<file path="config.mk">
export PLATFORM = sky130hd
export DESIGN_NAME = mvt_merge
export DESIGN_NICKNAME = d
export VERILOG_FILES = /design/src/design/mvt_pkg.sv /design/src/design/mvt_merge.sv
export SDC_FILE = /design/constraint.sdc
export NUM_CORES = 1
export LEC_CHECK = 0
export ABC_AREA = 1
export CORE_AREA = 10 10 144 146
export DETAILED_ROUTE_END_ITERATION = 8
export DIE_AREA = 0 0 154 156
export DONT_BUFFER_PORTS = 1
export SLEW_MARGIN = 20
export SYNTH_ARGS = -nofsm -noshare
export SYNTH_HDL_FRONTEND = slang
export SYNTH_SLANG_ARGS = --single-unit
</file>
<file path="constraint.sdc">
create_clock -name clk -period 1.9 [get_ports clk]
set_input_delay 0.38 -clock clk [delete_from_list [all_inputs] [get_ports clk]]
set_output_delay 0.38 -clock clk [all_outputs]
set_load 0.02 [all_outputs]
</file>
<file path="src/design/mvt_pkg.sv">
package mvt_pkg;

    // Element format and the widths that follow from it.
    localparam int ELEM_W    = 32;
    localparam int NUM_ELEMS = 4;
    localparam int PROD_W    = 2 * ELEM_W;
    localparam int PAIR_W    = PROD_W + 1;
    localparam int SUM_W     = PROD_W + 2;
    localparam int DATA_W    = NUM_ELEMS * ELEM_W;

    typedef enum logic {
        CMD_LOAD  = 1'b0,
        CMD_XFORM = 1'b1
    } cmd_t;

    // Control that the top level sends to every lane.
    typedef struct packed {
        logic       load_we;
        logic [1:0] row_sel;
        logic       en_prod;
        logic       en_pair;
        logic       en_sum;
    } lane_ctrl_t;

endpackage

</file>
<file path="src/design/mvt_merge.sv">
module mvt_merge #(
    parameter int ED        = 4,
    parameter int FRAC_BITS = 16
) (
    input  logic                                  clk,
    input  logic                                  en,
    input  logic signed [mvt_pkg::SUM_W-1:0]      sums [ED],
    output logic [mvt_pkg::DATA_W-1:0]            data,
    output logic                                  overflow
);
    import mvt_pkg::*;

    logic signed [SUM_W-1:0]  shifted [ED];
    logic [ED-1:0]            sat;
    logic [DATA_W-1:0]        data_next;
    logic [DATA_W-1:0]        data_reg;
    logic                     overflow_reg;

    // Drop the fraction bits (floor), then clamp each lane to 32 bits.
    always_comb
    begin
        data_next = '0;
        for (int i = 0; i < ED; i++)
        begin
            shifted[i] = sums[i] >>> FRAC_BITS;
            if (!shifted[i][SUM_W-1] && (|shifted[i][SUM_W-1:ELEM_W-1]))
            begin
                sat[i] = 1'b1;
                data_next[i*ELEM_W +: ELEM_W] = {1'b0, {(ELEM_W-1){1'b1}}};
            end
            else if (shifted[i][SUM_W-1] && !(&shifted[i][SUM_W-1:ELEM_W-1]))
            begin
                sat[i] = 1'b1;
                data_next[i*ELEM_W +: ELEM_W] = {1'b1, {(ELEM_W-1){1'b0}}};
            end
            else
            begin
                sat[i] = 1'b0;
                data_next[i*ELEM_W +: ELEM_W] = shifted[i][ELEM_W-1:0];
            end
        end
    end

    always_ff @(posedge clk)
    begin
        if (en)
        begin
            data_reg     <= data_next;
            overflow_reg <= |sat;
        end
    end

    assign data     = data_reg;
    assign overflow = overflow_reg;

endmodule

</file>
==> reports/results.ini, run 1 <==
[outcome]
status = finished clean

[drt]
drt-pass1-iter-count = 5
ant_nets = 0
vias_per_cell = 4.67
wl_per_cell_microns = 20.9
num_vias = 3696
drc = 0
finalWirelength_microns = 16500
drt_iter0_markers = 235

[clock_tree]
post_cts_buffers = 0
cts_buffers = 17
cts_root_buf = clkbuf_16
cts_tree = done
cts.path.max_buffers = 2
clock_sinks = 129
post_cts_resized = 0
cts_hold_buf = 0
clk_pin_slew_worst_paths_ps = 60
htree_levels = 4

[global_routing]
first_global_vias = 3948
grt-ovfl-total = 0
antenna_found_initial = 0
grtUsageTotal_pct = 13.0
met3_usage_pct = 6.78
grt_pass1_wl_microns = 24000
grt_busiest_layer = met2
use_met2_pct = 23.1
grt_max_degree = 130
grt_use_met1_pct = 12.6

[sta]
worstMarginPinSlew_ps = 334
fin_ws_ps = 601
finalCriticalPeriod_ps = 1300
slew_headroom_pct = 77.7
setup_viol = 0
slew_violations = 0
holdWs_ps = 70.7
rsz0062_at_grt = no
hold_viol_final = 0
setup-tns-final_ps = 0
fmax_mhz = 770
period_share_pct = 68.4

[critical_path]
criticalPathCategory = reg2out
cp-start-kind = flip-flop
cp.arrival_ps = 920
worst_ep_required_time_ps = 1520
endpoint_kind = output port
cp_max_fo = 1

[floorplan]
num_rows = 49
floorplan.initialDensity_pct = 31.8
core_area_sq_um = 17800
fp.dieH_microns = 156
ios = 395
die_area_sq_um = 24000
die_w_microns = 154

[place]
post-place-ws_ps = 223
hpwl_microns = 13100
gp_congestion = 0.912
portBuffers = 0
post_dp_cell_area_sq_um = 5820

[layout]
syn2layout_area_growth_pct = 13.5
largest_reg_flops = 128
design_area_sq_um = 6440
drive_gt1_share_pct = 10.5
multi_input_area_sq_um = 1540
nets = 815
register_area_sq_um = 3870
fillCellCount = 1747
antennaDiodeCount = 0

[synthesis]
syn_inst = 544
synth-seq-cells = 129
synth_cell_types = 18
ys_seq_area_share_pct = 68.3
syn_nets = 810
yosysWarnings = 0
syn_area_per_cell_sq_um = 10.4
netlist_area_sq_um = 5670

[pwr]
p_leak_nw = 2.53
powerDensity_nw_per_um2 = 1170
irDropWorstVdd_mv = 0.533

[worst_hold_path]
whs_endpoint = data[95]
hp-class = in2reg
holdPathStages = 0
min-delay-start = sums[131]

[run]
max_cap_violations = 0

[stage by stage]
step	power [mW]	util (%)	instances
CTS	7.67	36.1	791
finish	7.56	36.1	791
global route	7.87	36.1	791
global placement	4.22	32.6	759
detailed placement	4.25	32.6	759
floorplan	4.12	-	544
[kinds of logic after synthesis]
kind of cell | after synthesis | synth area share, %
AO/OA/AOI/OAI | 4 | 0.883
buffers and inverters | 32 | 4.57
flip-flops | 129 | 68.3
AND/OR/NAND/NOR | 379 | 26.2
[layout by cell type (no fill, tap or decap), drive strengths merged]
master / n
nand2: 302
edfxtp: 129
nor2: 58
clkbuf: 18
buf: 14
nand3: 11
clkinv: 7
inv: 5
bufinv: 4
or2: 4
o21ai: 4
and2: 3
clkinvlp: 2
nand3b: 1
[area by class of cell]
cell class,count,share of cell area [%]
Clock buffer,18,6.67
Clock inverter,14,2.94
Inverter,4,0.233
Multi-Input combinational cell,383,23.9
Sequential cell,129,60.2
Tap cell,229,4.45
Timing Repair Buffer,14,1.63
[layer usage]
| layer | vias up | wire length, microns | share of wire [%] |
|---|---|---|---|
| met5 | - | 0 | 0 |
| met4 | 0 | 234 | 1.4 |
| met3 | 13 | 1830 | 11 |
| met2 | 212 | 8820 | 53 |
| met1 | 1700 | 5650 | 34 |
| li1 | 1771 | - | - |
[cells in the mapped netlist (all sizes together)]
master,n,area share (%)
buf,24,4.0
inv,4,0.26
and2,3,0.33
clkbuf,4,0.26
nand3,11,1.1
or2,4,0.44
nand2,302,20
edfxtp,129,68
nor2,58,3.9
o21ai,4,0.88
nand3b,1,0.13
[power by group]
group / internal (mW) / total (mW) / switching [mW] / leakage [nW]
clock network: 2.19 / 3.40 / 1.20 / 0.298
logic: 0.111 / 0.301 / 0.190 / 0.961
registers: 3.44 / 3.86 / 0.428 / 1.27
total: 5.74 / 7.56 / 1.82 / 2.53
[how the worst max path moves through the flow]
stage | start | to | cells after the start
2_1_floorplan | sums[48] | data[100] | 6
3_3_place_gp | sums[48] | data[103] | 6
3_5_place_dp | sums[48] | data[103] | 6
4_1_cts | data[34] | data[34] | 0
5_1_grt | data[17] | data[17] | 0
6_report | data[75] | data[75] | 0
(Power assumes the default switching activity.)
==> run 2, diff against run 1 <==
Clock period 1.9 ns to 1.2 ns, I/O delays scaled along.
==> run 2 against run 1 <==
Net effect:
- the flow now finishes with violations (hold timing)
- sequential cell count did not move
- die area did not move
- sequential power rose by 59%
- final area rose by 11%
- critical path depth did not move
- combinational power rose by 130%
- first-iteration DRC count rose by 26%
- power rose by 56%
- critical path type unchanged
- highest routed layer unchanged
==> reports/results.ini, run 2 (synthesis results as in run 1) <==
[sta]
slew_headroom_pct = 77.0
rsz0062_at_grt = yes
fmax_mhz = 856
hold_viol_final = 27
setup_viol = 0
finalCriticalPeriod_ps = 1170
period_share_pct = 97.3
holdWs_ps = -50.4
slew_violations = 0
worstMarginPinSlew_ps = 345

[worst_hold_path]
holdPathStages = 0
min-delay-start = en
hp-class = in2reg

[global_routing]
grt_busiest_layer = met2
grt_max_degree = 130
first_global_vias = 4246
antenna_found_initial = 0
grt_pass1_wl_microns = 25600
grt-ovfl-total = 0
grtUsageTotal_pct = 13.7
grt_use_met1_pct = 13.5
use_met2_pct = 24.2
met3_usage_pct = 6.81

[drt]
finalWirelength_microns = 17400
num_vias = 4051
ant_nets = 0
drc = 0
drt_iter0_markers = 295
vias_per_cell = 4.71
drt-pass1-iter-count = 5
wl_per_cell_microns = 20.3

[clock_tree]
post_cts_buffers = 0
cts.path.max_buffers = 2
cts_hold_buf = 68
htree_levels = 4
cts_tree = done
cts_root_buf = clkbuf_16
cts_buffers = 17
clk_pin_slew_worst_paths_ps = 60
clock_sinks = 129

[floorplan]
floorplan.initialDensity_pct = 31.8
die_w_microns = 154
die_area_sq_um = 24000
core_area_sq_um = 17800
fp.dieH_microns = 156
num_rows = 49
ios = 395

[critical_path]
startpoint = overflow
cp-start-kind = flip-flop
criticalPathCategory = reg2out
cp.depth = 0
cp.arrival_ps = 930
endpoint_kind = output port
worst_ep_required_time_ps = 960
cp_max_fo = 1

[layout]
post-route-util_pct = 39.9
layout_common_cells = nand2_1, edfxtp_1, dlygate4sd3_1, nor2_1, clkbuf_16
design_area_sq_um = 7120
drive_gt1_share_pct = 9.51
largest_reg_flops = 128
final_common_cell = nand2_1
nets = 884
syn2layout_area_growth_pct = 25.6
antennaDiodeCount = 0

[outcome]
failed_checks = hold timing
status = finished, violations left

[pwr]
p_leak_nw = 2.81
powerDensity_nw_per_um2 = 1650
irDropWorstVdd_mv = 0.864
power.total_mw = 11.8

[place]
portBuffers = 0
gp_congestion = 0.902
post_dp_cell_area_sq_um = 5860
hpwl_microns = 13100

[run]
max_cap_violations = 0

-- run 2: cell count changes in the layout (fill, tap and decap cells not counted), sizes merged --
| cell | before | now |
|---|---|---|
| inv | 5 | 6 |
| buf | 14 | 15 |
| dlygate4sd3 | 0 | 68 |
| clkinvlp | 2 | 3 |
| bufinv | 4 | 2 |
-- run 2: power breakdown --
part	switching (mW)	total, mW	internal, mW
Sequential	0.681	6.12	5.44
Combinational	0.354	0.693	0.339
Clock	1.90	4.95	3.05
Total	2.94	11.8	8.82
-- run 2: final cells by class --
cell class              instances  area (sq um)
clock buffers                  18           429
repair buffers                 83           831
well taps                     229           287
flip-flops and latches        129          3870
multi-input cells             383          1550
inverters                       4          15.0
clock inverters                14           140
fillers                      1677         10700
-- run 2: metrics by stage --
stage | setup TNS (ps) | setup slack (ps) | instances
finish | 0 | 31.8 | 860
global route | -9.96 | -9.96 | 860
CTS | -4.22 | -4.22 | 860
detailed placement | -20570 | -466 | 760
global placement | -18300 | -445 | 760
floorplan | 0 | 5.06 | 544
-- run 2: path summary, 6_finish.rpt --
kind / endpoint / slack [ps]
max: overflow / 30
min: data[21] / -50
-- run 2: what timing repair did --
item	in CTS	in global routing
hold endpoints to repair	197	129
setup endpoints to repair	2	2
gates resized for setup	1	1
-- run 2: metal layers --
metal / vias up / share of wire [%]
met4: 0 / 1.8
met5: - / 0
met3: 24 / 11
met2: 228 / 53
met1: 1886 / 34
li1: 1913 / -
==> run 3, diff against run 2 <==
Settings changed: ABC_AREA 1 to default.
==> run 3 against run 2 <==
Net effect:
- the flow finishes with violations (hold timing, setup timing)
- clock power increased by 13%
- sequential power about the same
- critical path depth increased by 7
- via count decreased by 3.7%
- critical endpoint is now data[52]
- largest cell class unchanged
==> reports/results.ini, run 3 <==
[layout]
nets = 807
final_common_cell = nand2_1
layout_common_cells = nand2_1, edfxtp_1, nand2_2, dlygate4sd3_1, nand2_4
post-route-util_pct = 42.8
fin_cells = 781
antennaDiodeCount = 0
syn2layout_area_growth_pct = 43.3
largest_reg_flops = 128
drive_gt1_share_pct = 32.6
design_area_sq_um = 7640

[place]
post_dp_cell_area_sq_um = 5670
portBuffers = 0
hpwl_microns = 12900
gp_congestion = 0.837
dp_cells = 680
post-place-ws_ps = -977

[synthesis]
syn_inst = 464
netlist_area_sq_um = 5330
syn_area_per_cell_sq_um = 11.5
syn_nets = 730
synth_area_leader_cell = edfxtp_1
synth_most_common_cell = nand2_1
synth_common_cells = nand2_1, edfxtp_1, buf_2
synth-seq-cells = 129
synth_cell_types = 12
synth-main-ff-cell = edfxtp_1
ys_seq_area_share_pct = 72.7
async_flop_share_pct = 0
synth-edff-count = 129
synthTopCellsByArea = edfxtp_1, nand2_1, buf_2, nand4_1, nor4_1
synth_top_cell_area_share_pct = 72.7
yosysWarnings = 0

[sta]
period_share_pct = 126
holdWs_ps = -42.1
setup-tns-final_ps = -27240
slew_violations = 0
worstMarginPinSlew_ps = 308
rsz0062_at_grt = yes
setup_viol = 125
finalCriticalPeriod_ps = 1510
hold_viol_final = 26
fmax_mhz = 661
slew_headroom_pct = 79.4
fin_ws_ps = -312

[critical_path]
startpoint = sums[180]
cp_common_cell = buf_12
path_cells = or4_4 -> o41ai_4 -> buf_4 -> buf_8 -> buf_12 -> buf_12 -> nand2_2
critPathBufInv = 4
cp.arrival_ps = 1670
cp_slowest_cell = or4_4
cp_top_family = simple AND/OR/NAND/NOR gates
max_stage_delay_ps = 530
worst_ep_required_time_ps = 1360
cp.depth = 7
cp_max_fo = 6
endpoint_kind = flip-flop
criticalPathCategory = in2reg
cp-start-kind = primary input

[drt]
finalWirelength_microns = 18300
drt_iter0_markers = 235
ant_nets = 0
wl_per_cell_microns = 23.4
vias_per_cell = 4.99
drt-pass1-iter-count = 5
drc = 0
num_vias = 3900

[floorplan]
num_rows = 49
die_area_sq_um = 24000
core_area_sq_um = 17800
ios = 395
fp.dieH_microns = 156
die_w_microns = 154
floorplan.initialDensity_pct = 29.9

[pwr]
irDropWorstVdd_mv = 0.849
power.total_mw = 12.6
p_int_mw = 9.58
comb_power_share_pct = 7.2
p_switching_mw = 3.06
seqPwrFrac_pct = 48.5
clkPwrFrac_pct = 44.3
powerDensity_nw_per_um2 = 1650
p_sw_share_pct = 24.2
p_leak_nw = 2.91

[global_routing]
grt-ovfl-total = 0
grt_pass1_wl_microns = 26300
first_global_vias = 4222
grtUsageTotal_pct = 14.2
grt_max_degree = 130
antenna_found_initial = 0

[clock_tree]
cts_hold_buf = 48
cts_buffers = 17
clk_pin_slew_worst_paths_ps = 60
clock_sinks = 129
cts_root_buf = clkbuf_16
cts_tree = done
cts.path.max_buffers = 2
htree_levels = 4

[worst_hold_path]
min-delay-start = en
hp-class = in2reg
holdPathStages = 0

[run]
max_cap_violations = 0

[outcome]
status = finished, violations left
failed_checks = hold timing, setup timing

run 3: path summary, 6_finish.rpt:
check	endpoint	slack, ps
setup / recovery	data[52]	-310
hold / removal	data[46]	-40
run 3: layout make-up:
type | count | area, sq um
repair buffers | 86 | 1050
flip-flops and latches | 129 | 3870
well taps | 229 | 287
multi-input cells | 303 | 1770
clock inverters | 13 | 211
inverters | 4 | 15.0
fillers | 1595 | 10200
clock buffers | 17 | 425
run 3: power by group through the flow:
stage | Clock, mW | Combinational [mW] | Sequential, mW
floorplan | 0 | 0.347 | 6.10
global placement | 0 | 0.417 | 6.22
detailed placement | 0 | 0.447 | 6.23
CTS | 5.75 | 0.841 | 6.14
global route | 5.97 | 0.997 | 6.16
finish | 5.60 | 0.913 | 6.12
run 3: cell families (layout without fill, tap and decap cells):
logic type	count (synthesis)	count (layout)	share of synthesized area [%]
compound gates	8	8	1.60
flops	129	129	72.7
buf+inv	32	120	2.82
simple gates	295	295	22.9
run 3: what timing repair did:
action | in CTS | in global routing
endpoints found under the setup margin | 122 | 129
endpoints found under the hold margin | 177 | 129
gates resized for setup | 92 | 99
buffers inserted | 12 | 13
pin swaps | 3 | 7
cloned | 10 | 0
run 3: per-layer routing:
layer | GRT usage (%) | up-vias | part of all wire, %
li1 | - | 1761 | -
met1 | 14.7 | 1895 | 35
met2 | 24.6 | 223 | 53
met3 | 6.64 | 21 | 9.7
met4 | 5.80 | 0 | 2.0
met5 | 0 | - | 0
